===== config.mk =====
export PLATFORM = sky130hd
export DESIGN_NAME = integer_to_ascii_radix
export DESIGN_NICKNAME = d
export VERILOG_FILES = /design/src/rtl/i2a_pkg.sv /design/src/rtl/i2a_cell.sv /design/src/rtl/integer_to_ascii_radix.sv
export SDC_FILE = /design/constraint.sdc
export NUM_CORES = 1
export LEC_CHECK = 0
export BUFFER_PORTS_ARGS = -buffer_cell sky130_fd_sc_hd__clkbuf_2
export CAP_MARGIN = 20
export CORE_MARGIN = 3
export CORE_UTILIZATION = 59
export CTS_BUF_LIST = sky130_fd_sc_hd__clkbuf_8
export DETAILED_ROUTE_END_ITERATION = 7
export PLACE_DENSITY = 0.79
export SYNTH_ARGS = -nofsm -noshare
export SYNTH_HDL_FRONTEND = slang
export SYNTH_SLANG_ARGS = --single-unit
export TNS_END_PERCENT = 100

===== constraint.sdc =====
create_clock -name clk -period 3.7 [get_ports clk]
set_input_delay 1.11 -clock clk [delete_from_list [all_inputs] [get_ports clk]]
set_output_delay 1.11 -clock clk [all_outputs]
set_load 0.02 [all_outputs]

===== src/rtl/i2a_pkg.sv =====
// package for the integer to ascii converter: widths, codes, transaction
// structs and the digit-to-character function; no dependencies
package i2a_pkg;

  localparam int VALUE_WIDTH = 32;
  localparam int IN_VALUE_W  = 32;
  localparam int NCELL       = VALUE_WIDTH;
  localparam int CNT_W       = $clog2(NCELL + 1);
  localparam int IDX_W       = $clog2(NCELL);
  localparam int BIT_W       = $clog2(VALUE_WIDTH);

  localparam logic [1:0] OP_DEC = 2'd0;
  localparam logic [1:0] OP_HEX = 2'd1;
  localparam logic [1:0] OP_BIN = 2'd2;

  localparam logic [4:0] RADIX_DEC = 5'd10;
  localparam logic [4:0] RADIX_HEX = 5'd16;
  localparam logic [4:0] RADIX_BIN = 5'd2;
  localparam logic [3:0] HALF_DEC  = 4'd5;

  localparam logic [6:0] CH_ZERO  = 7'h30;
  localparam logic [6:0] CH_LOW_A = 7'h61;
  localparam logic [6:0] CH_MINUS = 7'h2d;
  localparam logic [6:0] CH_PLUS  = 7'h2b;

  typedef enum logic [1:0] {
    RDX_DEC,
    RDX_HEX,
    RDX_BIN
  } radix_t;

  typedef enum logic [1:0] {
    SGN_NONE,
    SGN_PLUS,
    SGN_MINUS
  } sign_t;

  typedef enum logic [1:0] {
    ST_IDLE,
    ST_CONV,
    ST_SIGN,
    ST_EMIT
  } state_t;

  typedef struct packed {
    logic [IN_VALUE_W-1:0] value;
    logic [1:0]            op;
    logic                  is_signed;
  } in_t;

  typedef struct packed {
    logic [6:0] char_code;
    logic       last;
  } out_t;

  typedef struct packed {
    logic   clr;
    logic   shift;
    radix_t radix;
  } cell_ctrl_t;

  function automatic logic [6:0] digit_char(input logic [3:0] d);
    logic [6:0] ch;
    if (d > 4'd9) begin
      ch = CH_LOW_A + {3'd0, d} - 7'd10;
    end else begin
      ch = CH_ZERO + {3'd0, d};
    end
    return ch;
  endfunction

endpackage


===== src/rtl/i2a_cell.sv =====
// one digit cell of the conversion row: doubles its digit and adds the
// carry from below, handing its own carry up; depends on i2a_pkg
module i2a_cell
  import i2a_pkg::*;
(
  input  logic       clk,
  input  cell_ctrl_t ctrl,
  input  logic       carry_in,
  output logic       carry_out,
  output logic [3:0] digit
);

  logic [3:0] digit_r;
  logic [3:0] digit_nxt;
  logic [4:0] dbl;
  logic [4:0] radix_val;

  always_comb begin
    case (ctrl.radix)
      RDX_HEX: begin
        carry_out = digit_r[3];
        radix_val = RADIX_HEX;
      end
      RDX_BIN: begin
        carry_out = digit_r[0];
        radix_val = RADIX_BIN;
      end
      default: begin
        carry_out = (digit_r >= HALF_DEC);
        radix_val = RADIX_DEC;
      end
    endcase
    dbl = {digit_r, carry_in};
    if (carry_out) begin
      digit_nxt = 4'(dbl - radix_val);
    end else begin
      digit_nxt = dbl[3:0];
    end
  end

  always_ff @(posedge clk) begin
    if (ctrl.clr) begin
      digit_r <= 4'd0;
    end else if (ctrl.shift) begin
      digit_r <= digit_nxt;
    end
  end

  assign digit = digit_r;

endmodule


===== src/rtl/integer_to_ascii_radix.sv =====
// integer to ascii converter top level: bit-serial radix conversion through
// a row of digit cells, then character output; depends on i2a_pkg, i2a_cell
// steps: the number is accepted, its bits are shifted msb first through the
//   cell row, a sign character follows if signed, then one character per
//   cycle unless the output is stalled; a new number is taken only once the
//   last character of the previous one is loaded into the output register
// reset: rst_n synchronous active low, returns the controller to idle with
//   no transaction pending; digit cells are cleared when a number is taken
module integer_to_ascii_radix
  import i2a_pkg::*;
(
  input  logic clk,
  input  logic rst_n,
  input  logic in_valid,
  output logic in_stall,
  input  in_t  in_data,
  output logic out_valid,
  input  logic out_stall,
  output out_t out_data
);

  // controller state
  state_t                 state_r, state_nxt;
  logic [VALUE_WIDTH-1:0] mag_r, mag_nxt;
  logic [BIT_W-1:0]       bitcnt_r, bitcnt_nxt;
  logic [CNT_W-1:0]       cnt_r, cnt_nxt;
  sign_t                  sign_r, sign_nxt;
  radix_t                 radix_r, radix_nxt;

  // output register
  logic out_valid_r, out_valid_nxt;
  out_t out_data_r, out_data_nxt;

  // cell row
  cell_ctrl_t      cell_ctrl;
  logic [NCELL:0]  cy;
  logic [3:0]      digits [NCELL];

  logic                   in_acc;
  logic                   out_free;
  logic [VALUE_WIDTH-1:0] in_val;
  logic [CNT_W-1:0]       cnt_grow;
  logic [CNT_W-1:0]       top_idx;
  logic [3:0]             top_digit;

  assign in_stall  = (state_r != ST_IDLE);
  assign in_acc    = in_valid && !in_stall;
  assign out_free  = !out_valid_r || !out_stall;
  assign out_valid = out_valid_r;
  assign out_data  = out_data_r;

  // low VALUE_WIDTH bits of the field, zero extended if the field is narrower
  assign in_val = VALUE_WIDTH'({{VALUE_WIDTH{1'b0}}, in_data.value});

  // msb of the magnitude enters the least significant cell
  assign cy[0] = mag_r[VALUE_WIDTH-1];

  for (genvar i = 0; i < NCELL; i++) begin : g_cell
    i2a_cell u_cell (
      .clk       (clk),
      .ctrl      (cell_ctrl),
      .carry_in  (cy[i]),
      .carry_out (cy[i+1]),
      .digit     (digits[i])
    );
  end

  // number of significant cells grows when a carry reaches the first zero cell
  assign cnt_grow  = cnt_r + CNT_W'(cy[cnt_r]);
  assign top_idx   = cnt_r - CNT_W'(1);
  assign top_digit = digits[top_idx[IDX_W-1:0]];

  always_comb begin
    state_nxt     = state_r;
    mag_nxt       = mag_r;
    bitcnt_nxt    = bitcnt_r;
    cnt_nxt       = cnt_r;
    sign_nxt      = sign_r;
    radix_nxt     = radix_r;
    out_valid_nxt = out_valid_r;
    out_data_nxt  = out_data_r;
    cell_ctrl.clr   = 1'b0;
    cell_ctrl.shift = 1'b0;
    cell_ctrl.radix = radix_r;

    // output slot drains when the receiver takes the transaction
    if (out_valid_r && !out_stall) begin
      out_valid_nxt = 1'b0;
    end

    unique case (state_r)
      ST_IDLE: begin
        if (in_acc) begin
          unique case (in_data.op)
            OP_HEX:  radix_nxt = RDX_HEX;
            OP_BIN:  radix_nxt = RDX_BIN;
            default: radix_nxt = RDX_DEC;
          endcase
          // signed inputs convert their magnitude as unsigned
          if (in_data.is_signed && in_val[VALUE_WIDTH-1]) begin
            sign_nxt = SGN_MINUS;
            mag_nxt  = VALUE_WIDTH'(~in_val + 1'b1);
          end else begin
            sign_nxt = in_data.is_signed ? SGN_PLUS : SGN_NONE;
            mag_nxt  = in_val;
          end
          bitcnt_nxt    = '0;
          cnt_nxt       = '0;
          cell_ctrl.clr = 1'b1;
          state_nxt     = ST_CONV;
        end
      end
      ST_CONV: begin
        cell_ctrl.shift = 1'b1;
        mag_nxt         = mag_r << 1;
        bitcnt_nxt      = bitcnt_r + BIT_W'(1);
        cnt_nxt         = cnt_grow;
        if (bitcnt_r == BIT_W'(VALUE_WIDTH - 1)) begin
          // zero still shows one digit
          if (cnt_grow == '0) begin
            cnt_nxt = CNT_W'(1);
          end
          state_nxt = (sign_r == SGN_NONE) ? ST_EMIT : ST_SIGN;
        end
      end
      ST_SIGN: begin
        if (out_free) begin
          out_valid_nxt          = 1'b1;
          out_data_nxt.char_code = (sign_r == SGN_MINUS) ? CH_MINUS : CH_PLUS;
          out_data_nxt.last      = 1'b0;
          sign_nxt               = SGN_NONE;
          state_nxt              = ST_EMIT;
        end
      end
      ST_EMIT: begin
        // most significant digit first, read from the top significant cell
        if (out_free) begin
          out_valid_nxt          = 1'b1;
          out_data_nxt.char_code = digit_char(top_digit);
          out_data_nxt.last      = (cnt_r == CNT_W'(1));
          cnt_nxt                = top_idx;
          if (cnt_r == CNT_W'(1)) begin
            state_nxt = ST_IDLE;
          end
        end
      end
      default: begin
        state_nxt = ST_IDLE;
      end
    endcase
  end

  always_ff @(posedge clk) begin
    if (!rst_n) begin
      state_r     <= ST_IDLE;
      out_valid_r <= 1'b0;
      cnt_r       <= '0;
      bitcnt_r    <= '0;
      sign_r      <= SGN_NONE;
    end else begin
      state_r     <= state_nxt;
      out_valid_r <= out_valid_nxt;
      cnt_r       <= cnt_nxt;
      bitcnt_r    <= bitcnt_nxt;
      sign_r      <= sign_nxt;
    end
  end

  always_ff @(posedge clk) begin
    mag_r      <= mag_nxt;
    radix_r    <= radix_nxt;
    out_data_r <= out_data_nxt;
  end

  // significant digit count never exceeds the cell row
  a_cnt_range: assert property (@(posedge clk) disable iff (!rst_n)
    cnt_r <= CNT_W'(NCELL))
    else $error("digit count beyond cell row");

  // output phase always has at least one digit left
  a_emit_cnt: assert property (@(posedge clk) disable iff (!rst_n)
    state_r == ST_EMIT |-> cnt_r != '0)
    else $error("emit with no digit left");

  // an accepted number starts the shift loop
  a_accept_conv: assert property (@(posedge clk) disable iff (!rst_n)
    in_valid && !in_stall |=> state_r == ST_CONV)
    else $error("accepted number did not start conversion");

  // the final digit carries the last mark and frees the input side
  a_last_idle: assert property (@(posedge clk) disable iff (!rst_n)
    state_r == ST_EMIT && out_free && cnt_r == CNT_W'(1)
      |=> state_r == ST_IDLE && out_valid_r && out_data_r.last)
    else $error("last digit not marked or controller not idle");

endmodule

# Word-level counts from Yosys, hierarchy flattened
# Cells that the tools add are included.
op_classes:
  n_mul: 0
  mux: 104
  n_div: 0
  shift: 0
  add_sub_neg: 39
  magnitude_cmp: 35
  n_reduce_logical: 22
  n_bitwise: 2
  eq_ne: 15
op_table:
  columns: ["operator", "count"]
  rows:
  - ["two-way mux 4 bit", 34]
  - [">= comparator 4 x 3 -> 1 bit (second input constant)", 32]
  - ["subtractor 4 bit", 32]
  - ["two-way mux 32 bit", 2]
  - ["one-hot mux 1 bit (2 select lines)", 32]
  - ["one-hot mux 32 bit (2 select lines)", 1]
  - ["adder 32 x 1 -> 32 bit (second input constant)", 1]
  - ["inverter 32 bit", 1]
  - ["two-way mux 6 bit", 4]
  - ["binary-select mux 4 bit (select 5 bit)", 1]
  - ["one-hot mux 6 bit (3 select lines)", 1]
  - ["two-way mux 2 bit", 8]
  - ["two-way mux 8 bit", 2]
  - ["one-hot mux 8 bit (2 select lines)", 1]
  - ["equality test 2 bit (second input constant)", 5]
  - ["!= test 2 bit (second input constant)", 5]
  - ["one-hot mux 5 bit (2 select lines)", 1]
  - ["two-way mux 1 bit", 9]
  - ["AND reduction 3 bit", 3]
  - ["one-hot mux 2 bit (2 select lines)", 2]
  - ["one-hot mux 2 bit (4 select lines)", 1]
  - ["one-hot mux 4 bit (2 select lines)", 1]
  - ["nonzero test 2 bit", 4]
  - ["adder 6 x 4 -> 7 bit (first input constant)", 1]
  - ["25 further kinds", 33]
word_totals:
  ff_bits: 186
  out_inout_bits: 10
  latchBits: 0
  ram_bits: 0
  elab_cells: 258
  in_bits: 39
  mem_count: 0
  mem_bits_ro: 0

# Depth between registers and ports, before layout
logic_depth:
  ltp_word: 10
  ltp_mapped: 20
  ltp_nobuf: 18

# Hierarchy
# Synthesis repeated with hierarchy kept, for this count alone.
hier_totals:
  hier_cells: 1622
  area_unflattened_um2: 15180.8
by_module_without_submodules:
  columns: ["mod", "n_inst", "cells_per_inst", "area_per_inst_um2", "seq_area_each_um2"]
  rows:
  - ["i2a_cell", 32, 35, 314.1, 80.1]
  - ["integer_to_ascii_radix", 1, 502, 5131.2, 1581.5]

# Least setup slack after synthesis
# No wires, ideal clock.
synth_path:
  kind: "reg2reg"
  startpoint: "reg cnt_r[0]"
  endpoint: "reg out_data_r (netlist bit out_data[6]), data pin"
  period_less_slack_ns: 4.101
  setup_ns: 0.272
  arrival_ns: 3.830
  slack_ns: -0.401
  path_stages_with_launch: 16
  path_buffers: 6
  t_required_ns: 3.428
  cell_sequence: "dfxtp_1 -> buf_6 -> buf_12 -> buf_4 -> inv_1 -> buf_2 -> ha_1 -> buf_2 -> buf_2 -> mux4_2 -> o2111ai_1 -> nand4_1 -> ha_1 -> o2111ai_2 -> nand2_2 -> or4_1"
synth_via:
  elab_chain_cells: 10
  elab_cells_between_ends: 12
  classes_between: "add/sub (4); order compare (1); mux (6); bitwise (1)"
synth_lines:
  columns: ["item", "line_no", "text"]
  rows:
  - ["start, declared", "integer_to_ascii_radix.sv:26", "logic [CNT_W-1:0] cnt_r, cnt_nxt;"]
  - ["start signal, assigned", "integer_to_ascii_radix.sv:163", "cnt_r <= cnt_nxt;"]
  - ["subtractor 6 x 1 -> 6 bit (*)", "integer_to_ascii_radix.sv:70", "assign top_idx = cnt_r - CNT_W'(1);"]
  - ["inverter 5 -> 6 bit (not written as such) (*)", "integer_to_ascii_radix.sv:71", "assign top_digit = digits[top_idx[IDX_W-1:0]];"]
  - ["binary-select mux 4 bit (select 5 bit) (*)", "integer_to_ascii_radix.sv:71", null]
  - ["two-way mux 4 bit (not written as such) (*) (2 in series)", "integer_to_ascii_radix.sv:71", null]
  - ["adder 6 x 5 -> 7 bit", "i2a_pkg.sv:65", "ch = CH_LOW_A + {3'd0, d} - 7'd10;"]
  - ["subtractor 7 x 4 -> 7 bit", "i2a_pkg.sv:65", null]
  - ["two-way mux 7 bit (*)", "i2a_pkg.sv:64", "if (d > 4'd9) begin"]
  - ["two-way mux 8 bit (*)", "integer_to_ascii_radix.sv:137", "if (out_free) begin"]
  - ["one-hot mux 8 bit (2 select lines) (*)", "integer_to_ascii_radix.sv:91", "unique case (state_r)"]
  - ["end signal, assigned", "integer_to_ascii_radix.sv:172", "out_data_r <= out_data_nxt;"]
  - ["end, declared", "integer_to_ascii_radix.sv:32", "out_t out_data_r, out_data_nxt;"]
# Mark *: on every way between the ends. The rest lies on a longest branch, timed or not. The select of a mux whose other input is x is not followed.
# A chain may end at the register's enable or synchronous reset.

# Worst setup path in the final report
layout_path:
  startpoint: "reg radix_r[1]"
  endpoint: "reg cnt_r[0]"
layout_via:
  elab_chain_cells: 9
  elab_cells_between_ends: 41
  classes_between: "add/sub (1); eq/ne (2); mux (37); reduce/logical (1)"
layout_lines:
  columns: ["item", "line_no", "text"]
  rows:
  - ["start, declared", "integer_to_ascii_radix.sv:28", "radix_t radix_r, radix_nxt;"]
  - ["start signal, assigned", "integer_to_ascii_radix.sv:171", "radix_r <= radix_nxt;"]
  - ["equality test 2 bit or equality test 2 x 1 -> 1 bit (tied branches)", "i2a_cell.sv:19", "case (ctrl.radix)"]
  - ["one-hot mux 1 bit (2 select lines)", "i2a_cell.sv:19", null]
  - ["binary-select mux 1 bit (select 6 bit) (*)", "integer_to_ascii_radix.sv:69", "assign cnt_grow = cnt_r + CNT_W'(cy[cnt_r]);"]
  - ["two-way mux 1 bit (not written as such) (*)", "integer_to_ascii_radix.sv:69", null]
  - ["adder 6 x 1 -> 6 bit (*)", "integer_to_ascii_radix.sv:69", null]
  - ["logical NOT 6 bit", "integer_to_ascii_radix.sv:120", "if (cnt_grow == '0) begin"]
  - ["two-way mux 6 bit", "integer_to_ascii_radix.sv:120", null]
  - ["two-way mux 6 bit (*)", "integer_to_ascii_radix.sv:118", "if (bitcnt_r == BIT_W'(VALUE_WIDTH - 1)) begin"]
  - ["one-hot mux 6 bit (3 select lines) (*)", "integer_to_ascii_radix.sv:91", null]
# Marks and branches as above.

==> flow_summary.json <==
{
  "outcome": "finished, violations left",
  "violations": "setup timing",
  "ys_seq_elements": 186,
  "synth_top_cell_by_area": "dfxtp_1",
  "synth_top_cells_by_count": "209 x nor2_1, 144 x dfxtp_1, 128 x nand2_1",
  "yosysWarnings": 0,
  "synth-async-reset-ratio_pct": 0,
  "htree_levels": 4,
  "path_class": "flip-flop to flip-flop",
  "path_buf_inv": 3,
  "cp_data_arrival_time_ns": 4.27,
  "power.density_mw_per_mm2": 951,
  "numCtsBuffers": 17,
  "n_antenna_cell": 0,
  "worstHoldPathType": "flip-flop to flip-flop",
  "cts_tree": "done",
  "dieArea_mm2": 0.0230,
  "ir_drop_v": 0.000505,
  "drt-total-wl_mm": 33.4,
  "place_ws_ns": -0.226,
  "critPathRequiredTime_ns": 4.12,
  "avgRoutedWirePerCell_um": 18.4,
  "holdBufCountCts": 0,
  "cp_max_fo": 8,
  "drt_pass1_iterations": 5,
  "clkSinkCount": 186,
  "worst_path_max_delay_cell": "mux4_2",
  "drt_iter0_drc": 1080,
  "grt_overflow": 0,
  "root_buffer": "clkbuf_8",
  "core_area_mm2": 0.0205,
  "rsz0062_at_grt": "true",
  "viasPerCell": 6.26,
  "final_area_mm2": 0.0143,
  "via_count": 11400,
  "cp-end-kind": "flip-flop",
  "clockBufferDepth": 2,
  "synth_area_leaders": "dfxtp_1 23%, edfxtp_1 10%, ha_1 8.0%, mux2i_1 6.5%, nor2_1 6.3%",
  "grt_max_degree": 131,
  "antenna_found_initial": 0,
  "crit_family": "compound AO/OA/AOI/OAI gates",
  "rows": 52,
  "p_leak_nw": 5.41,
  "netlist_area_mm2": 0.0125,
  "synth_most_common_cell": "nor2_1",
  "ant_nets": 0,
  "synth_flop_cell": "dfxtp_1",
  "fin_nets": 1654,
  "synth_edf_count": 42,
  "setup.worst_path.start_class": "flip-flop",
  "slew_headroom_pct": 31.4,
  "avgSynthCellArea_um2": 8.61,
  "fin_crit_ns": 3.84,
  "grt_pass1_wl_mm": 52.8,
  "place_hpwl_mm": 23.0,
  "cts.clk_slew.worst_paths_ns": 0.11,
  "maxCapViolations": 0,
  "setup_viol": 2,
  "placed_area_mm2": 0.0135,
  "gp_congestion": 0.989,
  "grt_pass1_vias": 10500,
  "initial_utilization_pct": 61.0,
  "area.growth.synth_to_final_pct": 14.5,
  "path_cells": "ha_4, clkbuf_16, buf_4, a221oi_2, a21oi_1, mux4_2, nand3_2, o211ai_1, o31ai_2, buf_4, ha_4, ha_4, nand2_1, nor2_1, o21ai_1, a21oi_1, a21oi_1, o221ai_1, o211a_1",
  "gr-usage-all-layers_pct": 28.2,
  "finalHoldViolCount": 0,
  "fmax_ghz": 0.260,
  "die_x_um": 152,
  "slowest_delay_ns": 0.52,
  "fin_crit_sh_pct": 104,
  "drc_errors": 0,
  "drv_slew": 0,
  "numPortBuffers": 48,
  "insertion_delay_ns": 0.47,
  "netlist.area_leader.share_pct": 23.1,
  "num_io_pins": 49,
  "syn_nets": 1570,
  "syn_inst": 1451,
  "post-route-worst-setup-slack_ns": -0.145,
  "fin_skew_ns": 0.0156,
  "max_slew.worst_pin.slew_ns": 1.02,
  "drive_above_1_share_pct": 17.2,
  "ys_types": 71,
  "yosysSeqAreaShare_pct": 33.2,
  "dieHeight_um": 152
}
-- report_power, final --
group / leakage [nW] / total (mW) / internal, mW / switching, mW
Combinational: 3.63 / 8.55 / 3.68 / 4.87
Sequential: 1.58 / 3.68 / 2.95 / 0.727
Clock: 0.200 / 1.38 / 0.559 / 0.823
Total: 5.41 / 13.6 / 7.19 / 6.42
-- sequential cells by signal, indices dropped and copies added, names as in the netlist, 2 cells and up --
signal / flops
g_cell.u_cell.digit: 128
mag_r: 32
out_data: 8
cnt_r: 6
bitcnt_r: 5
radix_r: 2
sign_r: 2
state_r: 2
-- worst reg2reg max path, cell delays in order, from the launching register on --
cell	delay, ns
edfxtp_1	0.45
ha_4	0.33
clkbuf_16	0.19
buf_4	0.15
a221oi_2	0.24
a21oi_1	0.11
mux4_2	0.52
nand3_2	0.09
o211ai_1	0.11
o31ai_2	0.25
buf_4	0.16
ha_4	0.15
ha_4	0.16
nand2_1	0.06
nor2_1	0.13
o21ai_1	0.07
a21oi_1	0.20
a21oi_1	0.10
o221ai_1	0.17
o211a_1	0.17
-- per-layer routing --
| metal | global-route usage [%] | wire length [um] | vias up |
|---|---|---|---|
| li1 | - | - | 5377 |
| met3 | 5.47 | 2510 | 110 |
| met5 | 0 | 0 | - |
| met4 | 10.2 | 1200 | 0 |
| met2 | 45.2 | 15600 | 474 |
| met1 | 38.1 | 14100 | 5413 |
-- logic make-up after synthesis --
group	share of synthesized area, %
compound gates	19.0
buf+inv	5.78
mux	11.6
simple gates	15.7
flops	33.2
fa+ha+maj	8.01
xor+xnor	6.69
-- worst paths after layout --
kind                                                  from  depth (start not counted)  slack (ns)                          to
worst min register to register  g_cell[31].u_cell.digit[0]                          2        0.51  g_cell[31].u_cell.digit[0]
worst min-delay path            g_cell[31].u_cell.digit[0]                          2        0.51  g_cell[31].u_cell.digit[0]
worst max register to register                  radix_r[1]                         19       -0.14                    cnt_r[0]
worst max-delay path                            radix_r[1]                         19       -0.14                    cnt_r[0]
-- metrics by stage --
| step | TNS, ns | cells | total power [mW] | hold slack [ns] | util, % |
|---|---|---|---|---|---|
| 2_1_floorplan | 0 | 1451 | 9.17 | 0.467 | - |
| 3_3_place_gp | -0.0824 | 1769 | 11.3 | 0.485 | 66.0 |
| 3_5_place_dp | -0.445 | 1769 | 11.6 | 0.496 | 66.0 |
| 4_1_cts | 0 | 1802 | 13.0 | 0.508 | 68.1 |
| 5_1_grt | -0.624 | 1818 | 14.6 | 0.541 | 69.8 |
| 6_report | -0.161 | 1818 | 13.6 | 0.514 | 69.8 |
-- placed cells by master, fill, tap and decap left out, drive strengths merged, types with 10 or more instances in the layout --
cell	instances
buf	101
mux2i	81
edfxtp	42
ha	80
inv	97
o21ai	98
xnor2	35
clkbuf	67
nor2	209
nand4	11
a311oi	13
xor2	57
nand2	129
dfxtp	144
nand3	11
a21oi	87
a221oi	26
nor2b	13
or3	14
a211oi	49
and2	17
a21o	10
mux4	26
o2111ai	12
o211ai	13
-- what timing repair did --
action | 4_1_cts | 5_1_grt
setup endpoints to repair | 4 | 6
gates cloned | 0 | 2
buffers inserted | 1 | 13
resized for setup | 9 | 43
pin swaps | 8 | 12
-- layout make-up --
class                      instances  area [um2]
fill                            1559        6180
tap                              270         338
inverter                          90         338
sequential                       186        4150
clock inverter                    15         159
multi-input combinational       1089        7880
clock buffer                      17         234
timing repair buffer             151        1220
Power figures use the tool's default switching activity.
